==> config.mk <==
export PLATFORM = sky130hd
export DESIGN_NAME = dll_front
export DESIGN_NICKNAME = d
export VERILOG_FILES = /design/src/dll_pkg.sv /design/src/dll_queue.sv /design/src/dll_front.sv
export SDC_FILE = /design/constraint.sdc
export NUM_CORES = 1
export LEC_CHECK = 0
export BUFFER_PORTS_ARGS = -buffer_cell sky130_fd_sc_hd__buf_2
export CORE_ASPECT_RATIO = 1.75
export CORE_MARGIN = 2
export CORE_UTILIZATION = 51
export DETAILED_ROUTE_END_ITERATION = 16
export GPL_ROUTABILITY_DRIVEN = 0
export GPL_TIMING_DRIVEN = 0
export PLACE_DENSITY_LB_ADDON = 0.2
export SETUP_SLACK_MARGIN = 0.02
export SLEW_MARGIN = 25
export SYNTH_ARGS = -nofsm -noshare
export SYNTH_HDL_FRONTEND = slang
export SYNTH_SLANG_ARGS = --single-unit
==> constraint.sdc <==
create_clock -name i_clk -period 2.4 [get_ports i_clk]
set_clock_uncertainty 0.2 [all_clocks]
set_input_delay 0.24 -clock i_clk [delete_from_list [all_inputs] [get_ports i_clk]]
set_output_delay 0.24 -clock i_clk [all_outputs]
set_load 0.05 [all_outputs]
==> src/dll_pkg.sv <==
// ----------------------------------------------------------------------------
// Doubly linked list manager package
// Shared request and result types, field widths, codes and index wrapping.
// ----------------------------------------------------------------------------
package dll_pkg;

    localparam int NODE_SLOTS_DEF = 256;
    localparam int LIST_COUNT_DEF = 16;

    localparam int MODE_W    = 2;
    localparam int LIST_ID_W = 4;
    localparam int NODE_W    = 8;
    localparam int COUNT_W   = 9;

    localparam logic [COUNT_W-1:0] COUNT_MAX = '1;

    localparam int QUEUE_DEPTH = 2;

    localparam int RECIP_SHIFT = 16;

    localparam logic STATUS_DONE  = 1'b0;
    localparam logic STATUS_EMPTY = 1'b1;

    typedef enum logic [MODE_W-1:0] {
        MODE_PREPEND,
        MODE_APPEND,
        MODE_INSERT,
        MODE_REMOVE
    } t_mode;

    typedef struct packed {
        t_mode                mode;
        logic [LIST_ID_W-1:0] list_id;
        logic [NODE_W-1:0]    node;
        logic [NODE_W-1:0]    target;
    } t_req;

    typedef struct packed {
        logic               status;
        logic [COUNT_W-1:0] new_count;
        logic               list_now_empty;
        logic [NODE_W-1:0]  new_head;
        logic [NODE_W-1:0]  new_tail;
    } t_result;

    // Remainder of an 8-bit value by a fixed modulus. The quotient comes from a
    // multiplication by the rounded-up reciprocal of the modulus, scaled by
    // 2^RECIP_SHIFT, which is exact for every 8-bit value.
    function automatic logic [NODE_W-1:0] wrap_index(input logic [NODE_W-1:0] value,
                                                     input int unsigned modulus,
                                                     input int unsigned recip);
        logic [24:0]       prod;
        logic [NODE_W-1:0] quot;
        logic [24:0]       rem;
        prod = 25'(value) * 25'(recip);
        quot = prod[RECIP_SHIFT +: NODE_W];
        rem  = 25'(value) - 25'(quot) * 25'(modulus);
        return rem[NODE_W-1:0];
    endfunction

endpackage

==> src/dll_queue.sv <==
// ----------------------------------------------------------------------------
// Doubly linked list manager queue
// Two-entry first-in first-out queue with push/full and pop/empty sides.
// ----------------------------------------------------------------------------
module dll_queue #(
    parameter int WIDTH = 1
) (
    input  logic             i_clk,
    input  logic             i_rst_n,
    input  logic             i_push,
    input  logic [WIDTH-1:0] i_data,
    output logic             o_full,
    input  logic             i_pop,
    output logic [WIDTH-1:0] o_data,
    output logic             o_empty
);

    localparam int PTR_W = $clog2(dll_pkg::QUEUE_DEPTH);

    logic [WIDTH-1:0] r_data [dll_pkg::QUEUE_DEPTH];
    logic [PTR_W-1:0] r_wr_ptr;
    logic [PTR_W-1:0] r_rd_ptr;
    logic [PTR_W:0]   r_count;
    logic             w_push;
    logic             w_pop;

    assign o_full  = (r_count == (PTR_W + 1)'(dll_pkg::QUEUE_DEPTH));
    assign o_empty = (r_count == '0);
    assign o_data  = r_data[r_rd_ptr];
    assign w_push  = i_push && !o_full;
    assign w_pop   = i_pop && !o_empty;

    always_ff @(posedge i_clk) begin
        if (!i_rst_n) begin
            r_wr_ptr <= '0;
            r_rd_ptr <= '0;
            r_count  <= '0;
        end else begin
            if (w_push) begin
                r_wr_ptr <= r_wr_ptr + 1'b1;
            end
            if (w_pop) begin
                r_rd_ptr <= r_rd_ptr + 1'b1;
            end
            r_count <= r_count + (PTR_W + 1)'(w_push) - (PTR_W + 1)'(w_pop);
        end
    end

    always_ff @(posedge i_clk) begin
        if (w_push) begin
            r_data[r_wr_ptr] <= i_data;
        end
    end

endmodule

==> src/dll_front.sv <==
// ----------------------------------------------------------------------------
// Doubly linked list manager front end
// Accepts requests, wraps list and node indexes, and queues them for the
// execution back end.
// ----------------------------------------------------------------------------
module dll_front #(
    parameter int NODE_SLOTS = dll_pkg::NODE_SLOTS_DEF,
    parameter int LIST_COUNT = dll_pkg::LIST_COUNT_DEF
) (
    input  logic                           i_clk,
    input  logic                           i_rst_n,
    input  logic                           i_push,
    output logic                           o_full,
    input  logic [dll_pkg::MODE_W-1:0]     i_mode,
    input  logic [dll_pkg::LIST_ID_W-1:0]  i_list_id,
    input  logic [dll_pkg::NODE_W-1:0]     i_node,
    input  logic [dll_pkg::NODE_W-1:0]     i_target,
    output logic                           o_req_valid,
    output dll_pkg::t_req                  o_req,
    input  logic                           i_req_take
);

    localparam int unsigned NODE_RECIP =
        ((1 << dll_pkg::RECIP_SHIFT) + NODE_SLOTS - 1) / NODE_SLOTS;
    localparam int unsigned LIST_RECIP =
        ((1 << dll_pkg::RECIP_SHIFT) + LIST_COUNT - 1) / LIST_COUNT;

    dll_pkg::t_req                 w_req;
    logic [$bits(dll_pkg::t_req)-1:0] w_in_bits;
    logic [$bits(dll_pkg::t_req)-1:0] w_out_bits;
    logic                          w_empty;

    always_comb begin
        w_req.mode    = dll_pkg::t_mode'(i_mode);
        w_req.list_id = dll_pkg::LIST_ID_W'(
            dll_pkg::wrap_index(dll_pkg::NODE_W'(i_list_id), LIST_COUNT, LIST_RECIP));
        w_req.node    = dll_pkg::wrap_index(i_node, NODE_SLOTS, NODE_RECIP);
        w_req.target  = dll_pkg::wrap_index(i_target, NODE_SLOTS, NODE_RECIP);
    end

    assign w_in_bits   = w_req;
    assign o_req       = dll_pkg::t_req'(w_out_bits);
    assign o_req_valid = !w_empty;

    dll_queue #(
        .WIDTH($bits(dll_pkg::t_req))
    ) u_req_queue (
        .i_clk  (i_clk),
        .i_rst_n(i_rst_n),
        .i_push (i_push),
        .i_data (w_in_bits),
        .o_full (o_full),
        .i_pop  (i_req_take),
        .o_data (w_out_bits),
        .o_empty(w_empty)
    );

endmodule

==> report_table.html <==
<table>
<tr><th>Metric</th><th>Value</th></tr>
<tr><th colspan="2">Outcome</th></tr>
<tr><td>Run status</td><td>finished clean</td></tr>
<tr><th colspan="2">Synth</th></tr>
<tr><td>Number of warnings printed during yosys synthesis</td><td>0</td></tr>
<tr><td>Synthesized area per cell</td><td>around 20 sq um</td></tr>
<tr><td>Async set or reset register ratio after synthesis</td><td>0%</td></tr>
<tr><td>Number of flops mapped to enable cells by yosys</td><td>44</td></tr>
<tr><td>Number of instances in the synthesized netlist</td><td>94</td></tr>
<tr><td>Post-synth design cell area</td><td>about 1900 sq um</td></tr>
<tr><td>Top FF cell, synth</td><td>sky130_fd_sc_hd__edfxtp_1</td></tr>
<tr><td>FF+latch count, synth</td><td>49</td></tr>
<tr><td>Total nets after synthesis</td><td>122</td></tr>
<tr><td>Post-synthesis sequential area ratio</td><td>76.8%</td></tr>
<tr><td>Unique masters post-synth</td><td>18</td></tr>
<tr><th colspan="2">Setup path</th></tr>
<tr><td>Critical Path Start Type</td><td>register</td></tr>
<tr><td>Worst flop-to-flop path startpoint</td><td>u_req_queue.r_count[0]$_SDFF_PN0_</td></tr>
<tr><td>Launch point of the worst path</td><td>u_req_queue.r_count[0]$_SDFF_PN0_</td></tr>
<tr><td>List of cells traversed by the critical path</td><td>nand2b_1 -&gt; and2_4 -&gt; nor2b_4</td></tr>
<tr><td>Crit path arrival time</td><td>1.62 ns</td></tr>
<tr><td>Max FO, Critical Path</td><td>22</td></tr>
<tr><td>Endpoint type of the worst setup path</td><td>register</td></tr>
<tr><td>Kind of critical path</td><td>reg -&gt; reg</td></tr>
<tr><td>Req. time, crit path</td><td>2.13 ns</td></tr>
<tr><td>Largest stage delay on the critical path</td><td>between 0.5 and 0.6 ns</td></tr>
<tr><td>CP max-delay cell</td><td>sky130_fd_sc_hd__nor2b_4</td></tr>
<tr><th colspan="2">Global route</th></tr>
<tr><td>Wire length of the first global-routing pass</td><td>roughly 5000 um</td></tr>
<tr><td>Global-route usage over all layers</td><td>16.3%</td></tr>
<tr><td>Number of antenna violations at the first check in global routing</td><td>0</td></tr>
<tr><td>Via count of the first global-routing pass</td><td>1116</td></tr>
<tr><td>Sum of overflow across all layers after global routing</td><td>0</td></tr>
<tr><td>Pin count of the biggest net entering global routing</td><td>23</td></tr>
<tr><th colspan="2">Timing</th></tr>
<tr><td>Minimum clock period after layout</td><td>~1.9 ns</td></tr>
<tr><td>Achievable clock frequency</td><td>0.527 GHz</td></tr>
<tr><td>Number of slew-limit violations in the final report</td><td>0</td></tr>
<tr><td>Tightest slew margin relative to the limit</td><td>56.1%</td></tr>
<tr><td>Final number of hold-violating endpoints</td><td>0</td></tr>
<tr><td>Measured slew at the worst slew-check pin</td><td>0.658 ns</td></tr>
<tr><td>Unrepaired setup endpoints after global routing</td><td>no</td></tr>
<tr><td>Tcrit/Tclk final</td><td>79.0%</td></tr>
<tr><td>Setup Total Neg Slack</td><td>0 ns</td></tr>
<tr><td>Setup Viol. Count Final</td><td>0</td></tr>
<tr><th colspan="2">Final layout</th></tr>
<tr><td>Fillcell total</td><td>280</td></tr>
<tr><td>Top library cells by usage in the layout, fill and taps aside</td><td>49 x sky130_fd_sc_hd__buf_2, 44 x sky130_fd_sc_hd__edfxtp_1, 22 x sky130_fd_sc_hd__mux2_2, 22 x sky130_fd_sc_hd__dlygate4sd3_1</td></tr>
<tr><td>Leading cell type in the layout, fill and taps excluded</td><td>sky130_fd_sc_hd__buf_2</td></tr>
<tr><td>Core utilization of the finished layout</td><td>69.8%</td></tr>
<tr><td>Area Growth Syn to Fin</td><td>34.1%</td></tr>
<tr><td>Ant diodes</td><td>0</td></tr>
<tr><td>Net count of the finished layout</td><td>200</td></tr>
<tr><td>Share of layout cells above drive strength 1</td><td>49.1%</td></tr>
<tr><th colspan="2">Placement</th></tr>
<tr><td>Quantity of I/O buffers inserted on ports</td><td>roughly 50</td></tr>
<tr><td>DPL Wire Length</td><td>2030 um</td></tr>
<tr><th colspan="2">Run</th></tr>
<tr><td>Max cap viols</td><td>0</td></tr>
<tr><th colspan="2">Clocking</th></tr>
<tr><td>Clock latency on the worst-skew pair</td><td>approximately 0.29 ns</td></tr>
<tr><td>Clock slew at reported path FFs</td><td>0.08 ns</td></tr>
<tr><td>Number of sinks handled by clock tree synthesis</td><td>49</td></tr>
<tr><td>Cts bufs inserted</td><td>5</td></tr>
<tr><td>Library cell used as clock root buffer</td><td>sky130_fd_sc_hd__clkbuf_8</td></tr>
<tr><td>TritonCTS clock tree</td><td>done</td></tr>
<tr><td>Post CTS Setup Buffer Count</td><td>0</td></tr>
<tr><td>Clk buf depth</td><td>2</td></tr>
<tr><td>Number of H-tree branching levels</td><td>2</td></tr>
<tr><th colspan="2">Power</th></tr>
<tr><td>Power Dens Cells</td><td>roughly 1100 nW/um^2</td></tr>
<tr><td>Worst IR Drop VDD</td><td>792 uV</td></tr>
<tr><td>Leakage power</td><td>0.000964 uW</td></tr>
<tr><th colspan="2">Floorplan</th></tr>
<tr><td>Die ar.</td><td>between 4000 and 5000 sq um</td></tr>
<tr><td>Width of the die</td><td>49.5 um</td></tr>
<tr><td>Die H</td><td>83.7 um</td></tr>
<tr><td>Effective utilization at floorplan</td><td>52.0%</td></tr>
<tr><td>Number of top-level pins</td><td>50</td></tr>
<tr><td>Core Area</td><td>around 3600 sq um</td></tr>
<tr><td>Core Rows</td><td>29</td></tr>
<tr><th colspan="2">Worst hold path</th></tr>
<tr><td>Launch instance of the worst min-delay path</td><td>i_rst_n</td></tr>
<tr><td>Hold WC Path Type</td><td>in -&gt; reg</td></tr>
<tr><th colspan="2">Drt</th></tr>
<tr><td>Post-detailed-routing wire length</td><td>3070 um</td></tr>
<tr><td>Drt first pass iters</td><td>4</td></tr>
<tr><td>Routed vias/inst</td><td>4.74</td></tr>
<tr><td>Starting DRT DRC Count</td><td>11</td></tr>
<tr><td># DRC</td><td>0</td></tr>
<tr><td>Detailed-route via count</td><td>1038</td></tr>
<tr><td>Routed WL per cell</td><td>14.0 um</td></tr>
<tr><td>Count of nets left with antenna violations after detail routing</td><td>0</td></tr>
</table>
kinds of logic (layout without fill, tap and decap cells):
kind of cell / Yosys count / after routing / share of synthesized area (%)
DFF: 49 / 49 / 76.8
AOI/OAI and AO/OA: 2 / 2 / 0.947
and+or+nand+nor: 11 / 11 / 4.26
muxes: 22 / 22 / 13.4
buffers and inverters: 5 / 84 / 1.83
xor gates and xnor gates: 3 / 3 / 1.42
adders and majority gates: 2 / 2 / 1.35
synthesized netlist by cell type (2+ instances only):
| master | n | area (sq um) |
|---|---|---|
| sky130_fd_sc_hd__and2_1 | 2 | 12.5 |
| sky130_fd_sc_hd__ha_1 | 2 | 25.0 |
| sky130_fd_sc_hd__xnor2_1 | 3 | 26.3 |
| sky130_fd_sc_hd__mux2_2 | 22 | 248 |
| sky130_fd_sc_hd__dfxtp_1 | 5 | 100 |
| sky130_fd_sc_hd__edfxtp_1 | 44 | 1320 |
| sky130_fd_sc_hd__nor2b_1 | 2 | 12.5 |
| sky130_fd_sc_hd__inv_1 | 3 | 11.3 |
| sky130_fd_sc_hd__buf_6 | 2 | 22.5 |
stage by stage:
step / cell area (sq um) / hold WS, ns / power [uW] / setup WS (ns) / cells
2_1_floorplan: 1850 / 0.139 / 2040 / 0.699 / 94
3_3_place_gp: 2150 / 0.228 / 2230 / 0.433 / 189
3_5_place_dp: 2150 / 0.231 / 2270 / 0.353 / 189
4_1_cts: 2480 / 0.0255 / 2850 / 0.332 / 219
5_1_grt: 2480 / 0.0349 / 2920 / 0.402 / 219
6_report: 2480 / 0.0316 / 2810 / 0.503 / 219
report_power, final:
part	internal (uW)	leakage [uW]	switching, uW
sequential	1090	0.000452	50.6
combinational	363	0.000459	764
clock	307	0.0000528	241
critical path, delay by kind of cell (launching register included):
kind             cells  cell delay, ns
AND/OR/NAND/NOR      3            0.95
flip-flops           1            0.37
final timing paths:
check             cells after the start                                  end  slack, ns
setup / recovery                      3  u_req_queue.r_data[0][13]$_DFFE_PP_       0.50
setup reg to reg                      3  u_req_queue.r_data[0][13]$_DFFE_PP_       0.50
hold reg to reg                       2    u_req_queue.r_wr_ptr$_SDFFE_PN0P_       0.33
hold / removal                        2    u_req_queue.r_count[1]$_SDFF_PN0_       0.03
flip-flops by register name, summed over array words and instances (netlist names), named ones only:
| name | cells |
|---|---|
| u_req_queue.r_data | 44 |
| u_req_queue.r_wr_ptr | 1 |
| u_req_queue.r_count | 2 |
| u_req_queue.r_rd_ptr | 1 |
metal layers:
layer	global-route usage (%)	vias up	wire length [um]
li1	-	508	-
met1	15.2	492	1020
met2	30.7	33	1860
met3	3.58	5	139
met4	9.09	0	57
met5	0	-	0
area by class of cell:
type                            count  area, sq um  share of cell area, %
Timing Repair Buffer               71          465                   18.8
Multi-Input combinational cell     40          397                   16.0
Tap cell                           46         57.6                   2.32
Clock buffer                        6         72.6                   2.92
Sequential cell                    49         1420                   57.3
Inverter                            3         11.3                  0.454
Buffer                              2         22.5                  0.908
Clock inverter                      2         33.8                   1.36
timing repair:
item	CTS	global route
gates resized for setup	0	0
hold endpoints to repair	44	0
hold buffers	22	0
No activity file was read; power rests on OpenSTA's default activity.
