--- src/dll_pkg.sv ---
// ----------------------------------------------------------------------------
// Doubly linked list manager package
// Shared request and result types, field widths, codes and index wrapping.
// ----------------------------------------------------------------------------
package dll_pkg;

    localparam int NODE_SLOTS_DEF = 256;
    localparam int LIST_COUNT_DEF = 16;

    localparam int MODE_W    = 2;
    localparam int LIST_ID_W = 4;
    localparam int NODE_W    = 8;
    localparam int COUNT_W   = 9;

    localparam logic [COUNT_W-1:0] COUNT_MAX = '1;

    localparam int QUEUE_DEPTH = 2;

    localparam int RECIP_SHIFT = 16;

    localparam logic STATUS_DONE  = 1'b0;
    localparam logic STATUS_EMPTY = 1'b1;

    typedef enum logic [MODE_W-1:0] {
        MODE_PREPEND,
        MODE_APPEND,
        MODE_INSERT,
        MODE_REMOVE
    } t_mode;

    typedef struct packed {
        t_mode                mode;
        logic [LIST_ID_W-1:0] list_id;
        logic [NODE_W-1:0]    node;
        logic [NODE_W-1:0]    target;
    } t_req;

    typedef struct packed {
        logic               status;
        logic [COUNT_W-1:0] new_count;
        logic               list_now_empty;
        logic [NODE_W-1:0]  new_head;
        logic [NODE_W-1:0]  new_tail;
    } t_result;

    // Remainder of an 8-bit value by a fixed modulus. The quotient comes from a
    // multiplication by the rounded-up reciprocal of the modulus, scaled by
    // 2^RECIP_SHIFT, which is exact for every 8-bit value.
    function automatic logic [NODE_W-1:0] wrap_index(input logic [NODE_W-1:0] value,
                                                     input int unsigned modulus,
                                                     input int unsigned recip);
        logic [24:0]       prod;
        logic [NODE_W-1:0] quot;
        logic [24:0]       rem;
        prod = 25'(value) * 25'(recip);
        quot = prod[RECIP_SHIFT +: NODE_W];
        rem  = 25'(value) - 25'(quot) * 25'(modulus);
        return rem[NODE_W-1:0];
    endfunction

endpackage

--- src/dll_queue.sv ---
// ----------------------------------------------------------------------------
// Doubly linked list manager queue
// Two-entry first-in first-out queue with push/full and pop/empty sides.
// ----------------------------------------------------------------------------
module dll_queue #(
    parameter int WIDTH = 1
) (
    input  logic             i_clk,
    input  logic             i_rst_n,
    input  logic             i_push,
    input  logic [WIDTH-1:0] i_data,
    output logic             o_full,
    input  logic             i_pop,
    output logic [WIDTH-1:0] o_data,
    output logic             o_empty
);

    localparam int PTR_W = $clog2(dll_pkg::QUEUE_DEPTH);

    logic [WIDTH-1:0] r_data [dll_pkg::QUEUE_DEPTH];
    logic [PTR_W-1:0] r_wr_ptr;
    logic [PTR_W-1:0] r_rd_ptr;
    logic [PTR_W:0]   r_count;
    logic             w_push;
    logic             w_pop;

    assign o_full  = (r_count == (PTR_W + 1)'(dll_pkg::QUEUE_DEPTH));
    assign o_empty = (r_count == '0);
    assign o_data  = r_data[r_rd_ptr];
    assign w_push  = i_push && !o_full;
    assign w_pop   = i_pop && !o_empty;

    always_ff @(posedge i_clk) begin
        if (!i_rst_n) begin
            r_wr_ptr <= '0;
            r_rd_ptr <= '0;
            r_count  <= '0;
        end else begin
            if (w_push) begin
                r_wr_ptr <= r_wr_ptr + 1'b1;
            end
            if (w_pop) begin
                r_rd_ptr <= r_rd_ptr + 1'b1;
            end
            r_count <= r_count + (PTR_W + 1)'(w_push) - (PTR_W + 1)'(w_pop);
        end
    end

    always_ff @(posedge i_clk) begin
        if (w_push) begin
            r_data[r_wr_ptr] <= i_data;
        end
    end

endmodule

--- config.mk ---
export PLATFORM = sky130hd
export DESIGN_NAME = dll_queue
export DESIGN_NICKNAME = d
export VERILOG_FILES = /design/src/dll_pkg.sv /design/src/dll_queue.sv
export SDC_FILE = /design/constraint.sdc
export NUM_CORES = 1
export LEC_CHECK = 0
export ABC_AREA = 1
export BUFFER_PORTS_ARGS = -buffer_cell sky130_fd_sc_hd__buf_2
export CORE_AREA = 10 10 47 49
export CTS_BUF_LIST = sky130_fd_sc_hd__clkbuf_4 sky130_fd_sc_hd__clkbuf_8
export DETAILED_ROUTE_END_ITERATION = 10
export DIE_AREA = 0 0 57 59
export MAX_ROUTING_LAYER = met4
export PLACE_DENSITY = 0.46
export SETUP_SLACK_MARGIN = 0.5
export SLEW_MARGIN = 10
export SYNTH_ARGS = -nofsm -noshare
export SYNTH_HDL_FRONTEND = slang
export SYNTH_SLANG_ARGS = --single-unit
--- constraint.sdc ---
create_clock -name i_clk -period 1.8 [get_ports i_clk]
set_input_delay 0.18 -clock i_clk [delete_from_list [all_inputs] [get_ports i_clk]]
set_output_delay 0.18 -clock i_clk [all_outputs]
set_load 0.01 [all_outputs]
==> metrics.txt, run 1 <==
antenna cell count=0; # setup viols final=0; max incr delay on CP=0.37 ns; Avg Cell Area, Syn=8.27 sq um; setup TNS=0 ns; Clock Sinks=7; Core Util, Final=0.371; Sw Ratio=0.372; fin crit period=1.35 ns; VDD IR-drop max=676 uV; outcome=finished, final reports clean; Synth Register Bits=7; Worst setup EP type=flop; Yosys warnings=0; die area=3360 sq um; first-pass GRT wire length=1070 microns; clock-pin slew on the worst setup and hold paths=0.05 ns; Die X=57 microns; Post-Syn Nets=48; fin crit share=0.752; Critical Path AT=1.50 ns; H-Tree Depth=1; root cell of the clock tree=clkbuf_4; Initial Util=0.242; Core Region=1400 sq um; crit path kind=flop to flop; clock tree buffer depth=2; commonest non-fill, non-tap cells in the layout=buf_2, inv_1, nor2_1, nand2_1; Sequential Power Share=0.324; Comb power frac=0.496; DRT antenna net count=0; CTS Hold Bufs=0; Cells after Synth=41; highest clock rate=0.738 GHz; wire per inst=9.17 microns; grt met2 use=0.0620; area grow syn2layout=53.5%; Cell Chain, Critical Path=nor2_4 > nor2_4 > ha_4 > inv_2 > ha_4 > inv_2 > nand2_2 > a21oi_2 > nor2_1; Synth cell types=13; Psw=323 uW; met3 Track Usage GR=0.0408; Seq/Total Area, Yosys=0.472; clock latency on the worst-skew pair=0.25 ns; total iterations of the first detailed-routing run=4; # DRC=0; worst-path fanout max=3; grt peak-use layer=met2; initial antenna violation count=0; Post-Route WL=660 microns; Vias=295; Slowest-stage cell, CP=dfxtp_4; final hold violations=0; total CTS buffers=3; Max-cap violations=0; detailed placement HPWL=486 microns; PD cells=1670 nW/um^2; internal power=547 uW; Hold WC Path Type=input port to flop; final layout net count=64; worst slew pin tran=0.124 ns; met1 usage=0.0393; Leak=0.253 nW; Ports=8; largest net degree at the start of global routing=5; CTS tree=built; Fill cells=152; Site Rows=14; CP Launch Type=flop; Die Y-Extent=59 microns; via count of the first global-routing pass=265; Slew Limit Fails=0; Buffers on Ports=7; GRT Total Usage=0.0436; clock power share=0.180; DR vias/cell=4.10; Slew HR=0.917; 1st-iter DRT viols=5; most common cell after layout, fill and taps aside=buf_2; Data required, critical path=1.94 ns; synthesized area=339 sq um; Worst Skew=0.00464 ns; GRT overflow=0; share of cells above drive strength 1=0.589; Final Wtd Congestion=0.734; unrepaired setup endpoints after global routing=true
==> cell type report <==
cell class | instances | area (sq um) | area share
timing repair buffer | 11 | 65.1 | 0.125
inverter | 9 | 36.3 | 0.0697
tap | 16 | 20.0 | 0.0385
multi-input combinational | 25 | 201 | 0.387
clock buffer | 4 | 30.0 | 0.0577
sequential | 7 | 168 | 0.322
==> worst max-delay path, delay by kind of cell (launching register included) <==
kind / cells / cell delay (ns)
AOI/OAI and AO/OA: 1 / 0.11
adders and majority gates: 2 / 0.41
buffers and inverters: 2 / 0.08
DFF: 1 / 0.37
and+or+nand+nor: 4 / 0.28
==> metal layers <==
layer	wire length, microns	share of wire
met2	327	0.50
met4	4	0.0061
met3	49	0.074
met1	279	0.42
met5	0	0
==> cell usage after synthesis <==
master    n  area, sq um
inv_1     9         33.8
nand2_1   8         30.0
dfxtp_1   5          100
nor2_1    5         18.8
a21oi_1   2         10.0
edfxtp_1  2         60.1
ha_1      2         25.0
nand3_1   2         10.0
nor2_2    2         12.5
mux2_2    1         11.3
nand2_2   1         6.26
nand3_2   1         10.0
nor2_4    1         11.3
==> final timing paths <==
check	depth (start not counted)	end	slack [ns]	start
min	1	r_data[1]	0.12	i_data
max reg2reg	9	r_count[1]	0.45	r_count[0]
min reg2reg	2	flop	0.49	r_rd_ptr
max	9	r_count[1]	0.45	r_count[0]
==> per-stage QoR <==
| stage | cells | worst slack [ns] | hold slack [ns] | instance area, sq um | total power [mW] |
|---|---|---|---|---|---|
| floorplan | 41 | 0.435 | 0.273 | 350 | 0.475 |
| global placement | 64 | 0.375 | 0.372 | 405 | 0.548 |
| detailed placement | 64 | 0.367 | 0.375 | 405 | 0.546 |
| CTS | 71 | 0.409 | 0.111 | 472 | 0.781 |
| global route | 72 | 0.363 | 0.109 | 520 | 0.953 |
| finish | 72 | 0.446 | 0.119 | 520 | 0.870 |
==> power groups by stage <==
stage | Clock, mW | Combinational, mW | Sequential, mW
after global routing | 0.171 | 0.492 | 0.290
after CTS | 0.163 | 0.339 | 0.278
after floorplan | 0 | 0.219 | 0.256
after global placement | 0 | 0.283 | 0.265
final | 0.157 | 0.431 | 0.282
after detailed placement | 0 | 0.284 | 0.262
==> cells by family (layout without fill, tap and decap cells) <==
logic type | count (synthesis) | count (layout) | synth area share
AO/OA/AOI/OAI | 2 | 2 | 0.0295
adder cells (fa/ha/maj) | 2 | 2 | 0.0738
multiplexers | 1 | 1 | 0.0332
flip-flops | 7 | 7 | 0.472
AND/OR/NAND/NOR | 20 | 20 | 0.292
buffers and inverters | 9 | 24 | 0.0996
==> timing repair <==
| item | in CTS | in global routing |
|---|---|---|
| pin swaps | 4 | 5 |
| setup buffers | 3 | 1 |
| gates cloned | 0 | 0 |
| gates resized for setup | 5 | 9 |
| setup endpoints to repair | 2 | 2 |
Power figures use the tool's default switching activity.
==> run 2: changes to the inputs <==
ABC_AREA = 0   (was 1)
PLACE_DENSITY = 0.43   (was 0.46)
clock period = 1.35 ns   (was 1.8 ns; I/O delays follow)
==> run 2 against run 1 <==
Effect of this change:
- the flow now finishes with violations (negative setup slack)
- maximum frequency is 6.3% lower
- combinational power is 66% higher
- global-route usage is 0.68 points higher
- highest routed layer unchanged
==> metrics.txt, run 2 <==
Core Util, Final=0.426 (was 0.371); wire per inst=11.2 microns (was 9.17 microns); CP Launch Type=flop (unchanged); crit path kind=flop to flop (unchanged); commonest non-fill, non-tap cells in the layout=buf_6, buf_2, nor2_1, clkbuf_4, buf_4 (was buf_2, inv_1, nor2_1, nand2_1); final instance count without filler cells=66 (was 72); GRT overflow=0 (unchanged); Initial Util=0.220 (was 0.242); Core Region=1400 sq um (unchanged); synthesized area=308 sq um (was 339 sq um); Worst setup EP type=flop (unchanged); worst slew pin tran=0.197 ns (was 0.124 ns); Post-Route WL=736 microns (was 660 microns); max incr delay on CP=0.35 ns (was 0.37 ns); most common cell after layout, fill and taps aside=buf_6 (was buf_2); CP top delay family=simple AND/OR/NAND/NOR gates (was adder cells); H-Tree Depth=1 (unchanged); root cell of the clock tree=clkbuf_4 (unchanged); Critical Path AT=1.61 ns (was 1.50 ns); Slew HR=0.869 (was 0.917); largest net degree at the start of global routing=5 (unchanged); die area=3360 sq um (unchanged); fin crit period=1.44 ns (was 1.35 ns); final layout net count=58 (was 64); EDFF count, synth=2 (unchanged); total iterations of the first detailed-routing run=2 (was 4); clock latency on the worst-skew pair=0.25 ns (about the same); Final Wtd Congestion=0.728 (was 0.734); # DRC=0 (unchanged); total CTS buffers=3 (unchanged); ys flop type=dfxtp_1 (unchanged); first-pass GRT wire length=1170 microns (was 1070 microns); crit-path most repeated cell=ha_4; violated checks=negative setup slack; Psw=412 uW (was 323 uW); VDD IR-drop max=1060 uV (was 676 uV); Data required, critical path=1.52 ns (was 1.94 ns); Synth Register Bits=7 (unchanged); dpl cell area=433 sq um (was 405 sq um); Post-Syn Nets=37 (was 48); share of cells above drive strength 1=0.760 (was 0.589); Cells after Synth=30 (was 41); Sequential Power Share=0.285 (was 0.324); Slew Limit Fails=0 (unchanged); Worst Skew=0.00389 ns (was 0.00464 ns); # setup viols final=1 (was 0); internal power=883 uW (was 547 uW); via count of the first global-routing pass=294 (was 265); Leak=0.261 nW (was 0.253 nW); Synth area leaders=dfxtp_1, edfxtp_1, ha_1 (was dfxtp_1, edfxtp_1, inv_1); Sw Ratio=0.318 (was 0.372); post-synth top area cell=dfxtp_1 (unchanged); dpl cells=57 (was 64); Seq/Total Area, Yosys=0.520 (was 0.472); total power draw=1.30 mW (was 870 uW); Max-cap violations=0 (unchanged); clock power share=0.161 (was 0.180); PD cells=2170 nW/um^2 (was 1670 nW/um^2); Slowest-stage cell, CP=dfxtp_2 (was dfxtp_4); Synth cell types=16 (was 13); outcome=finished, violations left (was finished, final reports clean); GRT Total Usage=0.0504 (was 0.0436); Hold WC Path Type=input port to flop (unchanged); Site Rows=14 (unchanged); initial antenna violation count=0 (unchanged); detailed placement HPWL=502 microns (was 486 microns); Avg Cell Area, Syn=10.3 sq um (was 8.27 sq um); area grow syn2layout=93.9% (was 53.5%); clock-pin slew on the worst setup and hold paths=0.05 ns (about the same); Die Y-Extent=59 microns (unchanged); final hold violations=0 (unchanged); fin crit share=1.07 (was 0.752); fraction of registers with async set/reset=0 (unchanged); Vias=277 (was 295); worst path bufs/invs=1 (was 2); worst-path fanout max=3 (unchanged); Comb power frac=0.553 (was 0.496); top cells by count, synth=dfxtp_1, nor2_1, inv_1 (was inv_1, nand2_1, dfxtp_1, nor2_1); unrepaired setup endpoints after global routing=true (unchanged); 1st-iter DRT viols=2 (was 5); Clock Sinks=7 (unchanged); DR vias/cell=4.20 (was 4.10); CTS tree=built (unchanged); Buffers on Ports=7 (unchanged); Final Cell Area=597 sq um (was 520 sq um); Cell Chain, Critical Path=nand2b_4 > nand2_4 > ha_4 > inv_2 > ha_4 > xor2_2 > and2_4 > nor3_2 (was nor2_4 > nor2_4 > ha_4 > inv_2 > ha_4 > inv_2 > nand2_2 > a21oi_2 > nor2_1); DRT antenna net count=0 (unchanged); Ports=8 (unchanged); Die X=57 microns (unchanged); Yosys warnings=0 (unchanged); clock tree buffer depth=2 (unchanged); share of the synthesized area in the top cell type=0.325 (was 0.295); highest clock rate=0.692 GHz (was 0.738 GHz); fin worst setup slack=-0.0948 ns (was 0.446 ns); antenna cell count=0 (unchanged); DP Worst Slack=-0.197 ns (was 0.367 ns)
==> run 2: cell types whose count changed after synthesis, sizes merged, moves of 2 or more <==
cell / before / now
inv: 9 / 3
nor2: 8 / 5
a21oi: 2 / 0
nand3: 3 / 0
nand2: 9 / 2
and2: 0 / 2
nand2b: 0 / 2
==> run 2: final cells by class <==
type	instances	area, sq um
Fill cell	144	805
Multi-Input combinational cell	20	235
Sequential cell	7	166
Timing Repair Buffer	16	134
Clock buffer	4	30.0
Tap cell	16	20.0
Inverter	3	11.3
==> run 2: logic make-up (layout without fill, tap and decap cells) <==
kind of cell,after synthesis,count (layout),share of synthesized area
compound gates,1,1,0.0285
xor+xnor,2,2,0.0569
fa+ha+maj,2,2,0.0813
buf+inv,3,23,0.0366
flops,7,7,0.520
mux,2,2,0.0691
simple gates,13,13,0.207
==> run 2: final timing paths <==
| path | to | cells past startpoint | from | slack [ns] |
|---|---|---|---|---|
| max | r_count[1] | 8 | r_count[0] | -0.09 |
| max reg2reg | r_count[1] | 8 | r_count[0] | -0.09 |
| min | r_data[1] | 1 | i_data | 0.07 |
| min reg2reg | r_data[0] | 1 | r_wr_ptr | 0.56 |
==> run 2: per-layer routing <==
layer	global-route usage	wire (microns)	part of all wire	vias to the layer above
met3	0.0472	54	0.073	2
met2	0.0822	431	0.59	7
met5	-	0	0	-
li1	-	-	-	137
met4	0.0302	12	0.016	0
met1	0.0347	238	0.32	131
==> run 2: power groups by stage <==
stage	logic [mW]	clock network, mW	registers (mW)
after detailed placement	0.431	0	0.350
after global placement	0.412	0	0.346
final	0.717	0.209	0.370
after floorplan	0.273	0	0.346
after global routing	0.785	0.237	0.378
after CTS	0.615	0.216	0.357
==> run 2: through the flow <==
| stage | hold WS, ns | setup TNS (ns) |
|---|---|---|
| after floorplan | 0.234 | -0.119 |
| after global placement | 0.325 | -0.124 |
| after detailed placement | 0.330 | -0.197 |
| after CTS | 0.0675 | -0.120 |
| after global routing | 0.0536 | -0.145 |
| final | 0.0717 | -0.0948 |
==> run 2: timing repair <==
item,in CTS,in global routing
setup endpoints to repair,10,10
pin swaps,9,4
hold buffers,0,0
resized for setup,15,5
buffers inserted,2,3
==> run 3: changes to the inputs <==
GPL_TIMING_DRIVEN = 0   (was not set)
==> run 3 against run 2 <==
Effect of this change:
- the run still ends with negative setup slack left
- flip-flop and latch count stayed put
- die area stayed put
- hold slack better by 0.0063 ns
- non-clock buffer count is 5 lower
- clock power hardly changed
- setup slack worse by 0.049 ns
- first-iteration DRC count is 50% lower
- sequential power is 4% higher
- register-to-register slack worse by 0.05 ns
- maximum frequency is 3.3% lower
- combinational power is 15% lower
==> metrics.txt, run 3 (synthesized netlist as in run 2, its figures left out) <==
outcome=finished, violations left (unchanged); violated checks=negative setup slack (unchanged); clock latency on the worst-skew pair=0.25 ns (about the same); GRT overflow=0 (unchanged); H-Tree Depth=1 (unchanged); Data required, critical path=1.52 ns (about the same); Worst Skew=0.00297 ns (was 0.00389 ns); Initial Util=0.220 (unchanged); Clock Sinks=7 (unchanged); Slowest-stage cell, CP=dfxtp_4 (was dfxtp_2); Fill cells=139 (was 144); r2r worst-path depth=7 (was 8); PD cells=2170 nW/um^2 (about the same); wire per inst=11.0 microns (was 11.2 microns); total iterations of the first detailed-routing run=2 (unchanged); area grow syn2layout=79.7% (was 93.9%); dpl cells=53 (was 57); GRT Total Usage=0.0396 (was 0.0504); worst slew pin tran=0.175 ns (was 0.197 ns); crit path kind=flop to flop (unchanged); Buffers on Ports=7 (unchanged); largest net degree at the start of global routing=6 (was 5); Worst setup EP type=flop (unchanged); Critical Path AT=1.66 ns (was 1.61 ns); antenna cell count=0 (unchanged); root cell of the clock tree=clkbuf_4 (unchanged); highest clock rate=0.670 GHz (was 0.692 GHz); Core Region=1400 sq um (unchanged); clock tree buffer depth=2 (unchanged); fin crit share=1.11 (was 1.07); Vias=249 (was 277); first-pass GRT wire length=972 microns (was 1170 microns); crit-path most repeated cell=ha_4 (unchanged); fin crit period=1.49 ns (was 1.44 ns); Leak=0.237 nW (was 0.261 nW); Core Util, Final=0.395 (was 0.426); CP Launch Type=flop (unchanged); final layout net count=53 (was 58); # setup viols final=1 (unchanged); Site Rows=14 (unchanged); DR vias/cell=4.08 (was 4.20); Ports=8 (unchanged); setup TNS=-0.143 ns (was -0.0948 ns); die area=3360 sq um (unchanged); via count of the first global-routing pass=239 (was 294); VDD IR-drop max=697 uV (was 1060 uV); Hold WC Path Type=input port to flop (unchanged); total CTS buffers=3 (unchanged); share of cells above drive strength 1=0.733 (was 0.760); 1st-iter DRT viols=1 (was 2); clock-pin slew on the worst setup and hold paths=0.05 ns (about the same); commonest non-fill, non-tap cells in the layout=buf_2, buf_6, clkbuf_4 (was buf_6, buf_2, nor2_1, clkbuf_4, buf_4); # DRC=0 (unchanged); unrepaired setup endpoints after global routing=true (unchanged); Cell Chain, Critical Path=o21a_4 > ha_4 > inv_2 > ha_4 > xor2_2 > and2_4 > nor3_2 (was nand2b_4 > nand2_4 > ha_4 > inv_2 > ha_4 > xor2_2 > and2_4 > nor3_2); fin worst setup slack=-0.143 ns (was -0.0948 ns); CTS Hold Bufs=0 (unchanged); Final Wtd Congestion=0.666 (was 0.728); Die Y-Extent=59 microns (unchanged); max incr delay on CP=0.37 ns (was 0.35 ns); hold depth=1 (unchanged); final hold violations=0 (unchanged); Post-Route WL=671 microns (was 736 microns); worst-path fanout max=5 (was 3); Slew HR=0.883 (was 0.869); final instance count without filler cells=61 (was 66); FF-to-FF setup slack=-0.14 ns (was -0.09 ns); DRT antenna net count=0 (unchanged); initial antenna violation count=0 (unchanged); Die X=57 microns (unchanged); Slew Limit Fails=0 (unchanged); Max-cap violations=0 (unchanged); CTS tree=built (unchanged); detailed placement HPWL=450 microns (was 502 microns)
[run 3: worst max-delay path, delay by kind of cell (launching register included)]
kind,cells,cell delay (ns)
compound gates,1,0.23
buf+inv,1,0.03
simple gates,2,0.24
fa+ha+maj,2,0.41
xor+xnor,1,0.14
flops,1,0.37
[run 3: what timing repair did]
action	4_1_cts	5_1_grt
pin swaps	8	5
gates cloned	0	0
setup buffers	2	2
setup endpoints to repair	9	10
resized for setup	12	7
[run 3: routing by layer]
layer | up-vias | routed length [microns] | track usage
met5 | - | 0 | -
met4 | 0 | 0 | 0.0302
met3 | 0 | 32 | 0.0215
met2 | 3 | 423 | 0.0651
met1 | 121 | 215 | 0.0334
li1 | 125 | - | -
[run 3: cell type report]
type,instances,area (sq um),share of cell area
Inverter,3,11.3,0.0204
Timing Repair Buffer,11,88.8,0.161
Clock buffer,4,30.0,0.0543
Sequential cell,7,169,0.305
Tap cell,16,20.0,0.0362
Multi-Input combinational cell,20,234,0.423
[run 3: power breakdown]
| group | leakage [nW] | switching [mW] | internal (mW) |
|---|---|---|---|
| Sequential | 0.0617 | 0.0789 | 0.306 |
| Clock | 0.0184 | 0.0750 | 0.133 |
| Combinational | 0.156 | 0.241 | 0.365 |
[run 3: worst paths after layout]
check / startpoint / endpoint
hold / removal: i_data / r_data[1]
setup / recovery: r_count[1] / r_count[1]
hold reg to reg: r_wr_ptr / r_wr_ptr
setup reg to reg: r_count[1] / r_count[1]
[run 3: metrics by stage]
stage / worst slack [ns] / hold slack [ns] / cell area [sq um] / total power [mW]
floorplan: -0.119 / 0.234 / 348 / 0.619
global placement: -0.153 / 0.326 / 403 / 0.698
detailed placement: -0.211 / 0.327 / 403 / 0.714
CTS: -0.138 / 0.0697 / 502 / 1.08
global route: -0.192 / 0.0789 / 553 / 1.29
finish: -0.143 / 0.0780 / 553 / 1.20
